<file path="src/rtl/mrd_pkg.sv">
`timescale 1ns / 1ps
// ----------------------------------------------------------------------------
// mrd_pkg
// Shared types and constants of the motor reply deframer: register indexes,
// reply kinds, the command code set and the decoded reply word.
// ----------------------------------------------------------------------------
package mrd_pkg;

   // frame geometry
   localparam int FrameLen = 13;
   localparam int CrcSpan  = 11;
   localparam int DataLen  = 8;

   localparam logic [15:0] CrcInit = 16'hFFFF;
   localparam logic [15:0] CrcPoly = 16'hA001;

   // configuration register indexes
   localparam logic [2:0] REG_HEADER       = 3'd0;
   localparam logic [2:0] REG_CODE_STATUS  = 3'd1;
   localparam logic [2:0] REG_CODE_SPEED   = 3'd2;
   localparam logic [2:0] REG_CODE_POS     = 3'd3;
   localparam logic [2:0] REG_CODE_ANGLE   = 3'd4;
   localparam logic [2:0] REG_CODE_ENCODER = 3'd5;

   // reply kinds
   localparam logic [1:0] KIND_OTHER    = 2'd0;
   localparam logic [1:0] KIND_FEEDBACK = 2'd1;
   localparam logic [1:0] KIND_ANGLE    = 2'd2;
   localparam logic [1:0] KIND_ENCODER  = 2'd3;

   // command codes that select the decoding
   typedef struct packed {
      logic [7:0] status;
      logic [7:0] speed_loop;
      logic [7:0] position_loop;
      logic [7:0] turn_angle;
      logic [7:0] turn_encoder;
   } mrd_codes_type;

   // data bytes of a frame, byte i at [i]
   typedef logic [DataLen-1:0][7:0] mrd_bytes_type;

   // one decoded reply word
   typedef struct packed {
      logic        [5:0]  node_id;
      logic        [7:0]  cmd_code;
      logic        [55:0] payload;
      logic        [1:0]  kind;
      logic signed [7:0]  temperature;
      logic signed [15:0] control_value;
      logic signed [15:0] speed;
      logic signed [15:0] shaft_angle;
      logic signed [31:0] turn_position;
   } mrd_result_type;

endpackage

</file>
<file path="src/rtl/motor_reply_deframer_crc16.sv">
`timescale 1ns / 1ps
// ----------------------------------------------------------------------------
// motor_reply_deframer_crc16
// Fixed-length reply deframer: 13-byte window, header/id/length checks and a
// Modbus CRC-16 folded byte by byte in one shared CRC unit.
// ----------------------------------------------------------------------------
// Flow: once the byte that completes the frame is taken, the shared unit folds
// the 11 CRC bytes in turn, the frame is checked, and a passing one is loaded.
// Throughput: a byte that leaves the window short is taken every cycle; a full
// window holds ready low through the CRC pass and the check when rejected, and
// also through the load when accepted, which a waiting reply word stalls.
// Reset clears window, byte count, sequencer and output valid; header and codes take defaults.
// ----------------------------------------------------------------------------
module motor_reply_deframer_crc16 #(
   parameter int MAX_NODE_ID = 32
) (
   input  logic                clock,
   input  logic                reset,
   // received bytes
   input  logic                req_valid,
   output logic                req_ready,
   input  logic [7:0]          req_rx_byte,
   // decoded replies
   output logic                rsp_valid,
   input  logic                rsp_ready,
   output logic [5:0]          rsp_node_id,
   output logic [7:0]          rsp_cmd_code,
   output logic [55:0]         rsp_payload,
   output logic [1:0]          rsp_kind,
   output logic signed [7:0]   rsp_temperature,
   output logic signed [15:0]  rsp_control_value,
   output logic signed [15:0]  rsp_speed,
   output logic signed [15:0]  rsp_shaft_angle,
   output logic signed [31:0]  rsp_turn_position,
   // configuration
   input  logic                csr_wr_en,
   input  logic [2:0]          csr_index,
   input  logic [7:0]          csr_wdata
);
   import mrd_pkg::*;

   localparam logic [7:0] MaxId = 8'(MAX_NODE_ID);
   localparam logic [3:0] LastCrcIdx = 4'(CrcSpan - 1);
   localparam logic [3:0] FullCount  = 4'(FrameLen);

   // sequencer states
   localparam logic [1:0] ST_IDLE  = 2'd0;
   localparam logic [1:0] ST_CRC   = 2'd1;
   localparam logic [1:0] ST_CHECK = 2'd2;
   localparam logic [1:0] ST_EMIT  = 2'd3;

   logic [1:0]     state_ff, state_in;
   logic [3:0]     idx_ff, idx_in;
   logic [3:0]     held_ff, held_in;
   logic [7:0]     win_ff [FrameLen];
   logic [7:0]     win_in [FrameLen];
   logic [7:0]     header_ff;
   mrd_codes_type  codes_ff;
   mrd_result_type out_ff, out_in;
   logic           out_valid_ff, out_valid_in;

   logic           accept;
   logic           crc_start;
   logic           crc_step;
   logic [15:0]    crc;
   logic           frame_ok;
   logic           slot_free;
   mrd_bytes_type  data_bytes;
   mrd_result_type decoded;

   assign req_ready = (state_ff == ST_IDLE);
   assign accept    = req_valid && req_ready;
   assign slot_free = !out_valid_ff || rsp_ready;

   // configuration registers
   always_ff @(posedge clock) begin
      if (reset) begin
         header_ff              <= 8'd62;
         codes_ff.status        <= 8'd156;
         codes_ff.speed_loop    <= 8'd162;
         codes_ff.position_loop <= 8'd164;
         codes_ff.turn_angle    <= 8'd146;
         codes_ff.turn_encoder  <= 8'd96;
      end else if (csr_wr_en) begin
         case (csr_index)
            REG_HEADER:       header_ff              <= csr_wdata;
            REG_CODE_STATUS:  codes_ff.status        <= csr_wdata;
            REG_CODE_SPEED:   codes_ff.speed_loop    <= csr_wdata;
            REG_CODE_POS:     codes_ff.position_loop <= csr_wdata;
            REG_CODE_ANGLE:   codes_ff.turn_angle    <= csr_wdata;
            REG_CODE_ENCODER: codes_ff.turn_encoder  <= csr_wdata;
            default: ;
         endcase
      end
   end

   // shift a new byte into the window
   always_comb begin
      for (int i = 0; i < FrameLen; i++) begin
         win_in[i] = win_ff[i];
      end
      if (accept) begin
         for (int i = 0; i < FrameLen - 1; i++) begin
            win_in[i] = win_ff[i + 1];
         end
         win_in[FrameLen-1] = req_rx_byte;
      end
   end

   // frame checks against the finished CRC
   assign frame_ok = (win_ff[0] == header_ff) && (win_ff[1] != 8'd0) &&
                     (win_ff[1] <= MaxId) && (win_ff[2] == 8'(DataLen)) &&
                     (crc == {win_ff[12], win_ff[11]});

   always_comb begin
      for (int i = 0; i < DataLen; i++) begin
         data_bytes[i] = win_ff[i + 3];
      end
   end

   mrd_field_decode u_decode (
      .id_byte (win_ff[1]),
      .data    (data_bytes),
      .codes   (codes_ff),
      .result  (decoded)
   );

   mrd_crc_unit u_crc (
      .clock     (clock),
      .start     (crc_start),
      .step_en   (crc_step),
      .data_byte (win_ff[idx_ff]),
      .crc       (crc)
   );

   // sequencer
   always_comb begin
      state_in     = state_ff;
      idx_in       = idx_ff;
      held_in      = held_ff;
      out_in       = out_ff;
      out_valid_in = out_valid_ff && !rsp_ready;
      crc_start    = 1'b0;
      crc_step     = 1'b0;
      case (state_ff)
         ST_IDLE: begin
            // count the byte, start the CRC once the window is full
            if (accept) begin
               if (held_ff < FullCount) begin
                  held_in = held_ff + 4'd1;
               end
               if (held_ff >= FullCount - 4'd1) begin
                  state_in  = ST_CRC;
                  idx_in    = '0;
                  crc_start = 1'b1;
               end
            end
         end
         ST_CRC: begin
            crc_step = 1'b1;
            idx_in   = idx_ff + 4'd1;
            if (idx_ff == LastCrcIdx) begin
               state_in = ST_CHECK;
            end
         end
         ST_CHECK: begin
            // drop a bad window, keep the count so it slides
            if (frame_ok) begin
               held_in  = '0;
               state_in = ST_EMIT;
            end else begin
               state_in = ST_IDLE;
            end
         end
         ST_EMIT: begin
            // hold until the output register is free
            if (slot_free) begin
               out_in       = decoded;
               out_valid_in = 1'b1;
               state_in     = ST_IDLE;
            end
         end
         default: begin
            state_in = ST_IDLE;
         end
      endcase
   end

   always_ff @(posedge clock) begin
      if (reset) begin
         state_ff     <= ST_IDLE;
         held_ff      <= '0;
         out_valid_ff <= 1'b0;
         for (int i = 0; i < FrameLen; i++) begin
            win_ff[i] <= 8'd0;
         end
      end else begin
         state_ff     <= state_in;
         held_ff      <= held_in;
         out_valid_ff <= out_valid_in;
         for (int i = 0; i < FrameLen; i++) begin
            win_ff[i] <= win_in[i];
         end
      end
   end

   always_ff @(posedge clock) begin
      idx_ff <= idx_in;
      out_ff <= out_in;
   end

   assign rsp_valid         = out_valid_ff;
   assign rsp_node_id       = out_ff.node_id;
   assign rsp_cmd_code      = out_ff.cmd_code;
   assign rsp_payload       = out_ff.payload;
   assign rsp_kind          = out_ff.kind;
   assign rsp_temperature   = out_ff.temperature;
   assign rsp_control_value = out_ff.control_value;
   assign rsp_speed         = out_ff.speed;
   assign rsp_shaft_angle   = out_ff.shaft_angle;
   assign rsp_turn_position = out_ff.turn_position;

   // byte count saturates at a full window
   a_held_range: assert property (@(posedge clock) disable iff (reset)
      held_ff <= FullCount)
      else $error("window byte count out of range");

   // a reply word appears only out of the emit state
   a_rsp_source: assert property (@(posedge clock) disable iff (reset)
      $rose(out_valid_ff) |-> $past(state_ff == ST_EMIT))
      else $error("reply word without a checked frame");

   // the CRC pass ends in the check after the last CRC-covered byte
   a_crc_done: assert property (@(posedge clock) disable iff (reset)
      (state_ff == ST_CRC && idx_ff == LastCrcIdx) |=> (state_ff == ST_CHECK))
      else $error("CRC pass did not end in the check");

   // an accepted frame empties the window count
   a_frame_clears: assert property (@(posedge clock) disable iff (reset)
      (state_ff == ST_CHECK && frame_ok) |=> (held_ff == 4'd0))
      else $error("accepted frame did not clear the window");

endmodule

</file>
<file path="src/rtl/mrd_crc_unit.sv">
`timescale 1ns / 1ps
// ----------------------------------------------------------------------------
// mrd_crc_unit
// Shared CRC-16 engine: folds one byte per cycle while stepped into a running remainder
// (Modbus polynomial, reflected), restarted by the sequencer per frame.
// ----------------------------------------------------------------------------
module mrd_crc_unit (
   input  logic        clock,
   input  logic        start,
   input  logic        step_en,
   input  logic [7:0]  data_byte,
   output logic [15:0] crc
);
   import mrd_pkg::*;

   logic [15:0] crc_ff;
   logic [15:0] crc_in;

   // eight bit shifts of one byte
   function automatic logic [15:0] crc_byte(input logic [15:0] c, input logic [7:0] b);
      logic [15:0] r;
      r = c ^ {8'h00, b};
      for (int i = 0; i < 8; i++) begin
         if (r[0]) begin
            r = (r >> 1) ^ CrcPoly;
         end else begin
            r = r >> 1;
         end
      end
      return r;
   endfunction

   // restart or advance the remainder
   always_comb begin
      crc_in = crc_ff;
      if (start) begin
         crc_in = CrcInit;
      end else if (step_en) begin
         crc_in = crc_byte(crc_ff, data_byte);
      end
   end

   always_ff @(posedge clock) begin
      crc_ff <= crc_in;
   end

   assign crc = crc_ff;

endmodule

</file>
<file path="src/rtl/mrd_field_decode.sv">
`timescale 1ns / 1ps
// ----------------------------------------------------------------------------
// mrd_field_decode
// Builds the reply word from the frame's id and data bytes, choosing the
// field decoding by command code.
// ----------------------------------------------------------------------------
module mrd_field_decode (
   input  logic [7:0]             id_byte,
   input  mrd_pkg::mrd_bytes_type data,
   input  mrd_pkg::mrd_codes_type codes,
   output mrd_pkg::mrd_result_type result
);
   import mrd_pkg::*;

   logic [7:0] cmd;
   logic       is_feedback;
   logic       is_angle;
   logic       is_encoder;

   assign cmd         = data[0];
   assign is_feedback = (cmd == codes.status) || (cmd == codes.speed_loop) ||
                        (cmd == codes.position_loop);
   assign is_angle    = (cmd == codes.turn_angle);
   assign is_encoder  = (cmd == codes.turn_encoder);

   // motor feedback wins, then angle, then encoder
   always_comb begin
      result               = '0;
      result.node_id       = id_byte[5:0];
      result.cmd_code      = cmd;
      result.payload       = data[7:1];
      if (is_feedback) begin
         result.kind          = KIND_FEEDBACK;
         result.temperature   = data[1];
         result.control_value = {data[3], data[2]};
         result.speed         = {data[5], data[4]};
         result.shaft_angle   = {data[7], data[6]};
      end else if (is_angle || is_encoder) begin
         result.kind          = is_angle ? KIND_ANGLE : KIND_ENCODER;
         result.turn_position = {data[7], data[6], data[5], data[4]};
      end
   end

endmodule
</file>
<file path="config.mk">
export PLATFORM = sky130hd
export DESIGN_NAME = motor_reply_deframer_crc16
export DESIGN_NICKNAME = d
export VERILOG_FILES = /design/src/rtl/mrd_pkg.sv /design/src/rtl/motor_reply_deframer_crc16.sv /design/src/rtl/mrd_crc_unit.sv /design/src/rtl/mrd_field_decode.sv
export SDC_FILE = /design/constraint.sdc
export NUM_CORES = 1
export LEC_CHECK = 0
export BUFFER_PORTS_ARGS = -buffer_cell sky130_fd_sc_hd__buf_2
export CAP_MARGIN = 10
export CORE_MARGIN = 2
export CORE_UTILIZATION = 52
export CTS_BUF_LIST = sky130_fd_sc_hd__clkbuf_16
export DETAILED_ROUTE_END_ITERATION = 8
export PLACE_DENSITY = 0.77
export SYNTH_ARGS = -nofsm -noshare
export SYNTH_HDL_FRONTEND = slang
export SYNTH_SLANG_ARGS = --single-unit
export TNS_END_PERCENT = 30
</file>
<file path="constraint.sdc">
create_clock -name clock -period 8.1 [get_ports clock]
set_clock_uncertainty 0.1 [all_clocks]
set_input_delay 0 -clock clock [delete_from_list [all_inputs] [get_ports clock]]
set_output_delay 0 -clock clock [all_outputs]
set_load 0.03 [all_outputs]
</file>
# Yosys cells after proc, flatten, opt, wreduce, memory -nomap -nowiden
# Memory sizes are Yosys's and may differ from the RTL's. A register that Yosys moved wholly into a read port is not among the register bits.
# Index checks and enable logic that the tools add are counted.
[classes] n_eq_ne=23 n_lt_le_gt_ge=3 bitwise_logic=23 addsub=2 reduce_logical=28 mux=61
[op_table] cell="$mux W16" n=22
[op_table] cell="$mux W104" n=1
[op_table] cell="$mux W8" n=13
[op_table] cell="$eq A8 B8 Y1" n=6
[op_table] cell="$mux W4" n=6
[op_table] cell="$not A2 Y3" n=8
[op_table] cell="$eq A16 B16 Y1" n=1
[op_table] cell="$pmux W4 S2" n=2
[op_table] cell="$xor A16 B8 Y16" n=1
[op_table] cell="$reduce_and A2 Y1" n=7
[op_table] cell="$or A1 B1 Y1" n=13
[op_table] cell="$mux W1" n=11
[op_table] cell="$mux W2" n=5
[op_table] cell="$add A4 B1 Y4 const B" n=2
[op_table] cell="$eq A8 B4 Y1 const B" n=1
[op_table] cell="$le A8 B6 Y1 const B" n=1
[op_table] cell="$pmux W2 S4" n=1
[op_table] cell="$reduce_and A4 Y1" n=2
[op_table] cell="$reduce_bool A8 Y1" n=1
[op_table] cell="$eq A3 B2 Y1 const B" n=2
[op_table] cell="$eq A3 B3 Y1 const B" n=2
[op_table] cell="$logic_and A1 B1 Y1" n=6
[op_table] cell="$ne A2 B1 Y1 const B" n=3
[op_table] cell="$ne A2 B2 Y1 const B" n=3
[op_table] cell="other kinds (14)" n=20
[totals] reg_bits=235 memories=1 wordCells=162 ram_bits=104 input_bits=24
[mem_list] memory="win_ff" words=13 word_bits=8 read_ports=14 rd_ports_with_merged_regs=1 write_ports=13 line="motor_reply_deframer_crc16.sv:55" rtl="logic [7:0] win_ff [FrameLen];"

# Logic depth before layout (Yosys ltp)
# Gate-level depths: netlist of run 1.
[depth] word_depth=31 ltp_mapped=13 ltp_nobuf=9

# By module
# From an unflattened synthesis of run 1, not the netlist that was laid out.
[unflattened] cells_unflattened=1378 hier_area_um2=15154.5
[modules_own_cells] module="motor_reply_deframer_crc16" cells_each=1006 area_per_inst_um2=12022.8 n_inst=1
[modules_own_cells] module="mrd_field_decode" cells_each=280 area_per_inst_um2=2142.1 n_inst=1
[modules_own_cells] module="mrd_crc_unit" cells_each=92 area_per_inst_um2=989.7 n_inst=1

# Least setup slack after synthesis of run 1
# No wires, ideal clock.
[synth_path] kind="reg2reg" start="reg state_ff[1]" end="reg out_ff (netlist bit rsp_cmd_code[0]), enable pin" path_stages_with_launch=4 synth_period_minus_slack_ns=8.486 slack_ns=-0.386 arrival_ns=7.686 setup_time_ns=0.700 t_required_ns=7.300 cell_sequence="dfxtp_1 -> clkbuf_1 -> nand2_1 -> nor2b_1"
[synth_between] elab_chain_cells=2
[synth_rtl] element="start, declared" line="motor_reply_deframer_crc16.sv:52" rtl="logic [1:0] state_ff, state_in;"
[synth_rtl] element="start signal, assigned" line="motor_reply_deframer_crc16.sv:198" rtl="state_ff <= state_in;"
[synth_rtl] element="$eq A2 B2 Y1" line="motor_reply_deframer_crc16.sv:145" rtl="case (state_ff)"
[synth_rtl] element="$reduce_and A2 Y1 (no line)"
[synth_rtl] element="end signal, assigned" line="motor_reply_deframer_crc16.sv:209" rtl="out_ff <= out_in;"
[synth_rtl] element="end, declared" line="motor_reply_deframer_crc16.sv:59" rtl="mrd_result_type out_ff, out_in;"
# No other way between the ends.
# A chain may end at the register's enable or synchronous reset.

==> summary.md, run 1 <==
| Metric | Value |
|---|---|
| Kind of critical path | reg2reg |
| Post-route cell area | 0.0163 sq mm |
| Routed WL per cell | between 15 and 20 um |
| Ys flop type | dfxtp_1 |
| Finished Core Util | between 60% and 70% |
| Grt total ovfl | 0 |
| Tcrit/Tclk final | 44.2% |
| Initial Util | a little over half |
| CTS tree | done |
| DIE AREA | roughly 0.028 sq mm |
| RD Place Congestion | 0.900 |
| Worst Min Path Start | csr_wr_en |
| NetSw | approximately 0.80 mW |
| Number of global-route vias before repair | 9506 |
| Startpoint type of the worst setup path | register |
| Clk root buf | clkbuf_16 |
| Die height | around 170 um |
| Setup Viol. Count Final | 0 |
| Synthesized area | approximately 0.014 sq mm |
| IO Pins | between 150 and 200 |
| HP Class | in2reg |
| GRT Total Usage | between 20% and 30% |
| Post-CTS Resized | 0 |
| Layout cells sized above 1 | a little under a fifth |
| Placement Cell Area | between 0.01 and 0.015 sq mm |
| Outcome | complete, but fails checks |
| Synth area leaders | edfxtp_1, dfxtp_1, nand2_1, a21oi_1, and2_1 |
| Actual slew at the worst max-slew pin | around 1.1 ns |
| Number of synthesized flops with an enable pin | 164 |
| Post-Route Setup TNS | 0 ns |
| Dpl hpwl | roughly 23000 um |
| N_diodes | 0 |
| H-tree levels | 2 |
| VDD IR max | between 0.00015 and 0.0002 V |
| Net Sw Frac | around 22% |
| Placed Cells | ~1700 |
| IO Port Bufs | ~190 |
| Total CTS buffers | 36 |
| Clk pin slew, worst setup/hold paths | ~0.06 ns |
| Clk sink count | ~340 |
| Tmin final | around 3.6 ns |
| Syn. warnings | 0 |
| Fin cells | between 1500 and 2000 |
| Slew headroom | 24.1% |
| Sequential cell area | about 0.0085 sq mm |
| Crit path DAT | 3.93 ns |
| Count leader, synth | nand2_1 |
| Asr flop ratio synth | 0% |
| Combinational power share | 5.7% |
| CP endpoint kind | register |
| Core Rows | between 50 and 60 |
| Via Count | around 10000 |
| First-pass GRT wire length | about 53000 um |
| P_leak | ~5.6 nW |
| Final Hold Viols | 0 |
| Leading area contributor after synthesis | edfxtp_1 |
| Yosys top cell area share | 35.5% |
| Seq cells post-synth | between 300 and 400 |
| Fill cells | just over 2000 |
| Layout net count | 1471 |
| Largest fanout on the critical path | 22 |
| Cell variety after synth | 52 |
| CTS max path bufs | 3 |
| 1st-iter DRT viols | 911 |
| 1st-pass router iterations | 7 |
| Syn Nets | around 1300 |
| Vias per std cell | between 5 and 6 |
| RSZ-0062 raised after global routing | no |
| Hold Slack | about 0.044 ns |
| Drt drc | 20 |
| PD cells | between 200 and 250 mW/mm^2 |
| Antenna violations before repair | 1 |
| Multi-input gate area | 0.00501 sq mm |
| Failing checks | design-rule violations |
| Sequential power share | between 50% and 60% |
| Die W | 167 um |
| Worst-Skew Late Latency | roughly 0.52 ns |
| Data required, critical path | about 8.5 ns |
| Synthesized area per cell | approximately 11 sq um |
| Fmax | 0.279 GHz |
| Post-synthesis sequential area ratio | 61.4% |
| Int Power | about 2.8 mW |
| Area growth syn-to-layout | 17.7% |
| Slew Viols, Final | 0 |
| Antenna-violating nets left | 0 |
| Largest net degree at the start of global routing | 106 |
| CORE AREA | 0.0261 sq mm |
| Routed wire length | between 30000 and 40000 um |
| Cells after Synth | 1268 |
| Most frequent cells after synthesis | nand2_1, dfxtp_1, edfxtp_1, a21oi_1, and2_1 |
| Clock power frac | between 40% and 50% |
| Max Cap Violations | 0 |
per-layer routing:
| metal | share of wire, % | wire length (um) | GRT usage, % |
|---|---|---|---|
| met5 | 0.044 | 15 | 0 |
| met4 | 3.4 | 1140 | 8.54 |
| met3 | 6.5 | 2200 | 3.76 |
| met2 | 48 | 16400 | 40.2 |
| met1 | 42 | 14300 | 32.5 |
repair_timing:
| item | in CTS | in global routing |
|---|---|---|
| endpoints found under the setup margin | 0 | 0 |
| hold buffers | 25 | 0 |
| setup buffers | 0 | 0 |
| endpoints found under the hold margin | 124 | 0 |
layout by cell type, fill, tap and decap left out, drive strengths merged, types with 6 or more instances in the layout:
cell type	instances
o211ai	8
nand2b	6
xnor2	45
mux2i	26
nand3	8
dlygate4sd3	25
buf	192
a22oi	8
nand2	305
nor4	12
nor2	33
nand4	9
edfxtp	164
nand3b	12
clkbuf	36
nor2b	14
a21oi	140
a211o	8
a211oi	6
clkinv	9
o21ai	9
mux4	12
inv	23
xor2	45
dfxtp	179
and2	95
power by group through the flow:
stage                     clock, mW  combinational [mW]  sequential, mW
after global routing           1.65               0.229            1.87
final                          1.56               0.208            1.87
after floorplan                   0               0.160            1.89
after detailed placement          0               0.197            1.90
after CTS                      1.58               0.207            1.87
after global placement            0               0.195            1.91
cells by family (layout without fill, tap and decap cells):
| family | count (synthesis) | count (layout) | synth area share (%) |
|---|---|---|---|
| AOI/OAI and AO/OA | 195 | 195 | 8.22 |
| xor gates and xnor gates | 92 | 92 | 6.35 |
| adders and majority gates | 4 | 4 | 0.361 |
| buffers and inverters | 86 | 288 | 2.71 |
| DFF | 343 | 343 | 61.4 |
| muxes | 42 | 42 | 4.15 |
| and+or+nand+nor | 506 | 506 | 16.8 |
layout make-up:
cell class	instances	share of cell area, %
Tap cell	335	2.57
Inverter	6	0.138
Clock inverter	29	1.29
Timing Repair Buffer	217	7.55
Clock buffer	36	5.52
Multi-Input combinational cell	839	30.7
Sequential cell	343	52.2
path summary, 6_finish.rpt:
| path | endpoint | slack, ns | depth (start not counted) |
|---|---|---|---|
| worst max-delay path | u_crc.crc[0] | 4.52 | 9 |
| worst min-delay path | codes_ff[10] | 0.04 | 6 |
| worst max register to register | u_crc.crc[0] | 4.52 | 9 |
| worst min register to register | codes_ff[7] | 0.37 | 2 |
state kept, by name, summed over array words and instances (netlist names), named ones only:
name               flops
win_ff               104
rsp_payload           56
codes_ff              40
rsp_turn_position     32
rsp_control_value     16
rsp_shaft_angle       16
rsp_speed             16
u_crc.crc             16
header_ff              8
rsp_cmd_code           8
rsp_temperature        8
rsp_node_id            6
held_ff                4
idx_ff                 4
rsp_kind               2
state_ff               2
rsp_valid              1
stage by stage:
stage / worst slack (ns) / power, mW
2_1_floorplan: 2.73 / 2.05
3_3_place_gp: 4.57 / 2.10
3_5_place_dp: 4.53 / 2.10
4_1_cts: 4.54 / 3.65
5_1_grt: 4.25 / 3.75
6_report: 4.52 / 3.63
worst max-delay path, stage by stage (launching register included):
cell and delay (ns):
dfxtp_1 0.90, inv_1 0.41, a2111oi_2 0.45, a2111oi_1 0.08, a31oi_1 0.29, xnor2_2 0.19
xor2_2 0.22, xnor3_2 0.41, xnor3_1 0.34, a21oi_1 0.14
Note: power is estimated with default switching activity, not from simulation.
==> inputs of run 2 (changes only) <==
==> constraint.sdc (replaced) <==
create_clock -name clock -period 3.15 [get_ports clock]
set_clock_uncertainty 0.1 [all_clocks]
set_input_delay 0 -clock clock [delete_from_list [all_inputs] [get_ports clock]]
set_output_delay 0 -clock clock [all_outputs]
set_load 0.03 [all_outputs]
==> summary.md, run 2 (synthesis gave the netlist of run 1 again) <==
| Metric | Value |
|---|---|
| Worst R2R End | u_crc.crc[0] (unchanged) |
| Layout net count | 1509 (was 1471) |
| P_leak | 5.86 nW (was 5.57 nW) |
| GRT Total Usage | 24.8% (was 24.2%) |
| Routed wire length | 34900 um (was 34000 um) |
| CTS max path bufs | 3 (unchanged) |
| Max reg flops | 104 (unchanged) |
| Reg2reg setup slack | 0.20 ns (was 4.52 ns) |
| Initial Util | 53.0% (unchanged) |
| IO Port Bufs | 185 (unchanged) |
| Area growth syn-to-layout | 22.1% (was 17.7%) |
| Post-route cell area | 0.0169 sq mm (was 0.0163 sq mm) |
| Grt total ovfl | 0 (unchanged) |
| Largest fanout on the critical path | 10 (was 22) |
| CP endpoint kind | register (unchanged) |
| 1st-iter DRT viols | 895 (was 911) |
| First-pass GRT wire length | 54100 um (was 53400 um) |
| Combinational power share | 5.9% (was 5.7%) |
| VDD IR max | 0.000379 V (was 0.000177 V) |
| Data required, critical path | 3.48 ns (was 8.45 ns) |
| Setup Viol. Count Final | 0 (unchanged) |
| Reg2reg path depth | 9 (unchanged) |
| Placement Cell Area | 0.0153 sq mm (was 0.0149 sq mm) |
| Total CTS buffers | 36 (unchanged) |
| Dpl hpwl | 23600 um (was 22600 um) |
| Fmax | 0.339 GHz (was 0.279 GHz) |
| Most common cell after layout, fill and taps aside | nand2_1 (unchanged) |
| Startpoint type of the worst setup path | register (unchanged) |
| Slowest cell on crit path | dfxtp_2 (was dfxtp_1) |
| Failing checks | design-rule violations (unchanged) |
| Layout cells sized above 1 | 22.2% (was 18.9%) |
| Core Rows | 59 (unchanged) |
| DP Worst Slack | 0.0543 ns (was 4.53 ns) |
| Vias per std cell | 5.44 (was 5.45) |
| Die W | 167 um (unchanged) |
| H-tree levels | 2 (unchanged) |
| Largest net degree at the start of global routing | 88 (was 106) |
| Actual slew at the worst max-slew pin | 0.903 ns (was 1.14 ns) |
| Drt drc | 20 (unchanged) |
| Sequential power share | 47.8% (was 51.5%) |
| Critical Path Max Stage Delay | 0.45 ns (was 0.90 ns) |
| PD cells | 593 mW/mm^2 (was 223 mW/mm^2) |
| Final Hold Viols | 0 (unchanged) |
| Int Power | 7.87 mW (was 2.83 mW) |
| Hold EP | codes_ff[5] (was codes_ff[10]) |
| RSZ-0062 raised after global routing | no (unchanged) |
| Worst-Skew Late Latency | 0.53 ns (was 0.52 ns) |
| Routed WL per cell | 19.0 um (was 18.8 um) |
| DIE AREA | 0.0280 sq mm (unchanged) |
| Slew headroom | 39.8% (was 24.1%) |
| Tmin final | 2.95 ns (was 3.58 ns) |
| Via Count | 10028 (was 9832) |
| NetSw | 2.17 mW (was 0.797 mW) |
| Slew Viols, Final | 0 (unchanged) |
| Clk root buf | clkbuf_16 (unchanged) |
| IO Pins | 186 (unchanged) |
| HP Class | in2reg (unchanged) |
| N_diodes | 0 (unchanged) |
| Clk sink count | 343 (unchanged) |
| CORE AREA | 0.0261 sq mm (unchanged) |
| Crit path DAT | 3.28 ns (was 3.93 ns) |
| CP cell instances | mux2_2 -> o22ai_1 -> a2111oi_2 -> a31oi_1 -> xnor2_2 -> xor2_2 -> xnor3_2 -> xnor3_1 -> a21oi_1 (was inv_1 -> a2111oi_2 -> a2111oi_1 -> a31oi_1 -> xnor2_2 -> xor2_2 -> xnor3_2 -> xnor3_1 -> a21oi_1) |
| Number of global-route vias before repair | 9497 (was 9506) |
| Worst Min Path Start | csr_wr_en (unchanged) |
| Antenna-violating nets left | 0 (unchanged) |
| Hold Path Cell Cnt | 6 (unchanged) |
| Most frequent cells in the layout | nand2_1, buf_2, dfxtp_1 (unchanged) |
| Clk pin slew, worst setup/hold paths | 0.07 ns (was 0.06 ns) |
| Net Sw Frac | 21.6% (was 22.0%) |
| Outcome | complete, but fails checks (unchanged) |
| Die height | 167 um (unchanged) |
| Largest Register | win_ff (unchanged) |
| RD Place Congestion | 0.928 (was 0.900) |
| Kind of critical path | reg2reg (unchanged) |
| Final worst-path setup slack | 0.202 ns (was 4.52 ns) |
| Max Cap Violations | 0 (unchanged) |
| Clock power frac | 46.3% (was 42.8%) |
| 1st-pass router iterations | 7 (unchanged) |
| Finished Core Util | 64.8% (was 62.4%) |
| CTS tree | done (unchanged) |
| Antenna violations before repair | 0 (was 1) |
| Tcrit/Tclk final | 93.6% (was 44.2%) |
-- run 2: cell count changes in the layout (fill, tap and decap cells not counted), moves of 2 or more --
cell           delta
buf_12            +7
buf_4            +29
bufinv_16         +4
clkbuf_16         +4
clkinvlp_4        +4
dfxtp_1           -4
dfxtp_2           +2
dfxtp_4           +2
dlygate4sd3_1     +2
inv_1            -12
-- run 2: final cells by class --
type,instances,area [sq um]
clock buffers,40,1000
clock inverters,25,318
fillers,2036,9210
inverters,6,26.3
multi-input cells,839,5030
flip-flops and latches,343,8520
well taps,335,419
repair buffers,255,1610
-- run 2: layer usage --
metal | routed length, um | up-vias | global-route usage, %
met3 | 2210 | 63 | 3.83
li1 | - | 4759 | -
met1 | 15000 | 4819 | 34.0
met2 | 16900 | 387 | 41.2
met5 | 0 | - | 0
met4 | 820 | 0 | 7.07
-- run 2: through the flow --
stage / setup TNS (ns) / hold slack, ns / cells / power (mW)
2_1_floorplan: -38.76 / 0.0179 / 1268 / 5.27
3_5_place_dp: 0 / 0.155 / 1750 / 5.45
4_1_cts: 0 / 0.0204 / 1842 / 10.1
6_report: 0 / 0.0467 / 1843 / 10.0
5_1_grt: 0 / 0.0607 / 1843 / 10.3
3_3_place_gp: 0 / 0.144 / 1750 / 5.45
-- run 2: critical path, delay by kind of cell (launching register included) --
| family | cells | cell delay (ns) |
|---|---|---|
| AO/OA/AOI/OAI | 4 | 0.77 |
| XOR/XNOR | 4 | 1.17 |
| flip-flops | 1 | 0.45 |
| multiplexers | 1 | 0.37 |
-- run 2: power groups by stage --
| stage | Sequential (mW) | Clock (mW) | Combinational [mW] |
|---|---|---|---|
| 2_1_floorplan | 4.86 | 0 | 0.412 |
| 3_3_place_gp | 4.89 | 0 | 0.555 |
| 3_5_place_dp | 4.89 | 0 | 0.557 |
| 4_1_cts | 4.80 | 4.70 | 0.587 |
| 5_1_grt | 4.80 | 4.88 | 0.646 |
| 6_report | 4.80 | 4.65 | 0.594 |
-- run 2: timing repair --
| action | 4_1_cts | 5_1_grt |
|---|---|---|
| setup buffers | 0 | 1 |
| pin swaps | 0 | 0 |
| resized for setup | 1 | 5 |
| hold buffers | 27 | 0 |
| endpoints found under the setup margin | 1 | 2 |
| hold endpoints to repair | 81 | 0 |
-- run 2: worst max-delay path by stage --
stage               slack (ns)  depth (start not counted)       from         endpoint
finish                    0.20                          9   register     u_crc.crc[0]
global placement          0.14                          9   register     u_crc.crc[0]
CTS                       0.05                          9   register     u_crc.crc[0]
global route             0.008                         10   register     u_crc.crc[0]
detailed placement        0.05                          9   register     u_crc.crc[0]
floorplan                -0.24                          2  rsp_valid  rsp_cmd_code[0]
==> inputs of run 3 (changes only) <==
--- a/config.mk
+++ b/config.mk
@@ -5,13 +5,13 @@
 export SDC_FILE = /design/constraint.sdc
 export NUM_CORES = 1
 export LEC_CHECK = 0
-export BUFFER_PORTS_ARGS = -buffer_cell sky130_fd_sc_hd__buf_2
 export CAP_MARGIN = 10
 export CORE_MARGIN = 2
-export CORE_UTILIZATION = 52
+export CORE_UTILIZATION = 57
 export CTS_BUF_LIST = sky130_fd_sc_hd__clkbuf_16
 export DETAILED_ROUTE_END_ITERATION = 8
-export PLACE_DENSITY = 0.77
+export DONT_BUFFER_PORTS = 1
+export PLACE_DENSITY = 0.76
 export SYNTH_ARGS = -nofsm -noshare
 export SYNTH_HDL_FRONTEND = slang
 export SYNTH_SLANG_ARGS = --single-unit
==> summary.md, run 3 (synthesis gave the netlist of run 1 again) <==
| Metric | Value |
|---|---|
| Data required, critical path | 3.50 ns (was 3.48 ns) |
| Setup Viol. Count Final | 0 (unchanged) |
| Antenna violations before repair | 1 (was 0) |
| Reg2reg setup slack | 0.17 ns (was 0.20 ns) |
| Clk root buf | clkbuf_16 (unchanged) |
| Slew Viols, Final | 0 (unchanged) |
| Dpl hpwl | 22200 um (was 23600 um) |
| HP Class | in2reg (unchanged) |
| VDD IR max | 0.000430 V (was 0.000379 V) |
| Tcrit/Tclk final | 94.8% (was 93.6%) |
| Worst setup path startpoint | win_ff[1][1] |
| Final Hold Viols | 0 (unchanged) |
| Fill cells | 1890 (was 2036) |
| Antenna-violating nets left | 0 (unchanged) |
| Clk pin slew, worst setup/hold paths | 0.07 ns (about the same) |
| CTS max path bufs | 3 (unchanged) |
| Total CTS buffers | 36 (unchanged) |
| Max Cap Violations | 0 (unchanged) |
| Kind of critical path | reg2reg (unchanged) |
| Via Count | 9433 (was 10028) |
| Hold Path Cell Cnt | 3 (was 6) |
| Final Total Pwr | 9.36 mW (was 10.0 mW) |
| P_leak | 5.44 nW (was 5.86 nW) |
| RSZ-0062 raised after global routing | no (unchanged) |
| Layout cells sized above 1 | 10.6% (was 22.2%) |
| Max reg flops | 104 (unchanged) |
| Actual slew at the worst max-slew pin | 0.877 ns (was 0.903 ns) |
| Setup bufs post-CTS | 0 (unchanged) |
| 1st-iter DRT viols | 958 (was 895) |
| Finished Core Util | 66.5% (was 64.8%) |
| Die height | 160 um (was 167 um) |
| Area growth syn-to-layout | 15.7% (was 22.1%) |
| Die W | 160 um (was 167 um) |
| Slew headroom | 41.5% (was 39.8%) |
| Reg2reg path depth | 10 (was 9) |
| Vias per std cell | 5.65 (was 5.44) |
| Largest net degree at the start of global routing | 158 (was 88) |
| CORE AREA | 0.0241 sq mm (was 0.0261 sq mm) |
| Worst-Skew Late Latency | 0.52 ns (was 0.53 ns) |
| Final worst-path setup slack | 0.165 ns (was 0.202 ns) |
| CP endpoint kind | register (unchanged) |
| Drt drc | 0 (was 20) |
| Largest Register | win_ff (unchanged) |
| Number of global-route vias before repair | 9137 (was 9497) |
| IO Port Bufs | 0 (was 185) |
| Crit path DAT | 3.33 ns (was 3.28 ns) |
| Most frequent cells in the layout | nand2_1, dfxtp_1, edfxtp_1 (was nand2_1, buf_2, dfxtp_1) |
| H-tree levels | 2 (unchanged) |
| GRT Total Usage | 26.6% (was 24.8%) |
| Layout net count | 1347 (was 1509) |
| Worst Min Path Start | req_rx_byte[0] (was csr_wr_en) |
| Routed wire length | 34200 um (was 34900 um) |
| DP Worst Slack | 0.190 ns (was 0.0543 ns) |
| Most common cell after layout, fill and taps aside | nand2_1 (unchanged) |
| Fmax | 0.335 GHz (was 0.339 GHz) |
| Initial Util | 57.5% (was 53.0%) |
| IO Pins | 186 (unchanged) |
| DIE AREA | 0.0256 sq mm (was 0.0280 sq mm) |
| Grt total ovfl | 0 (unchanged) |
| CTS tree | done (unchanged) |
| Critical R2R Launch | win_ff[1][1] |
| Routed WL per cell | 20.5 um (was 19.0 um) |
| Hold Slack | 0.0814 ns (was 0.0467 ns) |
| PD cells | 584 mW/mm^2 (was 593 mW/mm^2) |
| Post-Route Setup TNS | 0 ns (unchanged) |
| First-pass GRT wire length | 53100 um (was 54100 um) |
| Core Rows | 57 (was 59) |
| Outcome | completed (was complete, but fails checks) |
| Largest fanout on the critical path | 6 (was 10) |
| RD Place Congestion | 0.901 (was 0.928) |
| 1st-pass router iterations | 5 (was 7) |
| Clk sink count | 343 (unchanged) |
| Tmin final | 2.98 ns (was 2.95 ns) |
| Startpoint type of the worst setup path | register (unchanged) |
[run 3: cell count changes in the layout (fill, tap and decap cells not counted), moves of 4 or more]
cell	delta
bufinv_16	-6
inv_1	+7
dlygate4sd3_1	+20
buf_2	-184
clkinvlp_4	-4
[run 3: power by group]
part | switching, mW | internal, mW
sequential | 0.0951 | 4.70
clock | 1.73 | 2.28
combinational | 0.280 | 0.278
total | 2.10 | 7.26
[run 3: repair_timing]
action                                  CTS  global route
hold endpoints to repair                174             0
endpoints found under the setup margin    0             2
hold buffers                             48             0
resized for setup                         0             5
[run 3: final cells by class]
cell class              instances  area, sq um  share of cell area (%)
flip-flops and latches        343         8520                    53.1
multi-input cells             839         5040                    31.4
clock buffers                  38          951                    5.93
well taps                     324          405                    2.53
inverters                       6         22.5                   0.141
clock inverters                25          158                   0.984
repair buffers                 93          936                    5.84
diodes                          1         2.50                  0.0156
[run 3: routing by layer]
layer	share of wire [%]	global-route usage, %	vias to the layer above
met5	0	0	-
met4	3.3	9.38	0
met3	6.7	5.27	86
met2	48	43.5	372
met1	42	35.8	4529
li1	-	-	4446
[run 3: worst max-delay path, cell delays in order (launching register included)]
cell,delay [ns]
dfxtp_1,0.31
buf_4,0.16
or4_1,0.61
nor2_4,0.15
xnor2_1,0.16
nand4_1,0.13
nor4_2,0.21
buf_4,0.20
o21ai_0,0.11
a31oi_1,0.20
dlygate4sd3_1,0.57
[run 3: worst paths after layout]
| kind | end |
|---|---|
| min reg2reg | codes_ff[1] |
| min | win_ff[12][0] |
| max reg2reg | state_ff[0] |
| max | state_ff[0] |
[run 3: per-stage QoR]
stage	instance area [sq um]	std cells
after CTS	16000	1668
after detailed placement	14400	1557
after floorplan	13900	1268
after global placement	14400	1557
final	16000	1669
after global routing	16000	1669
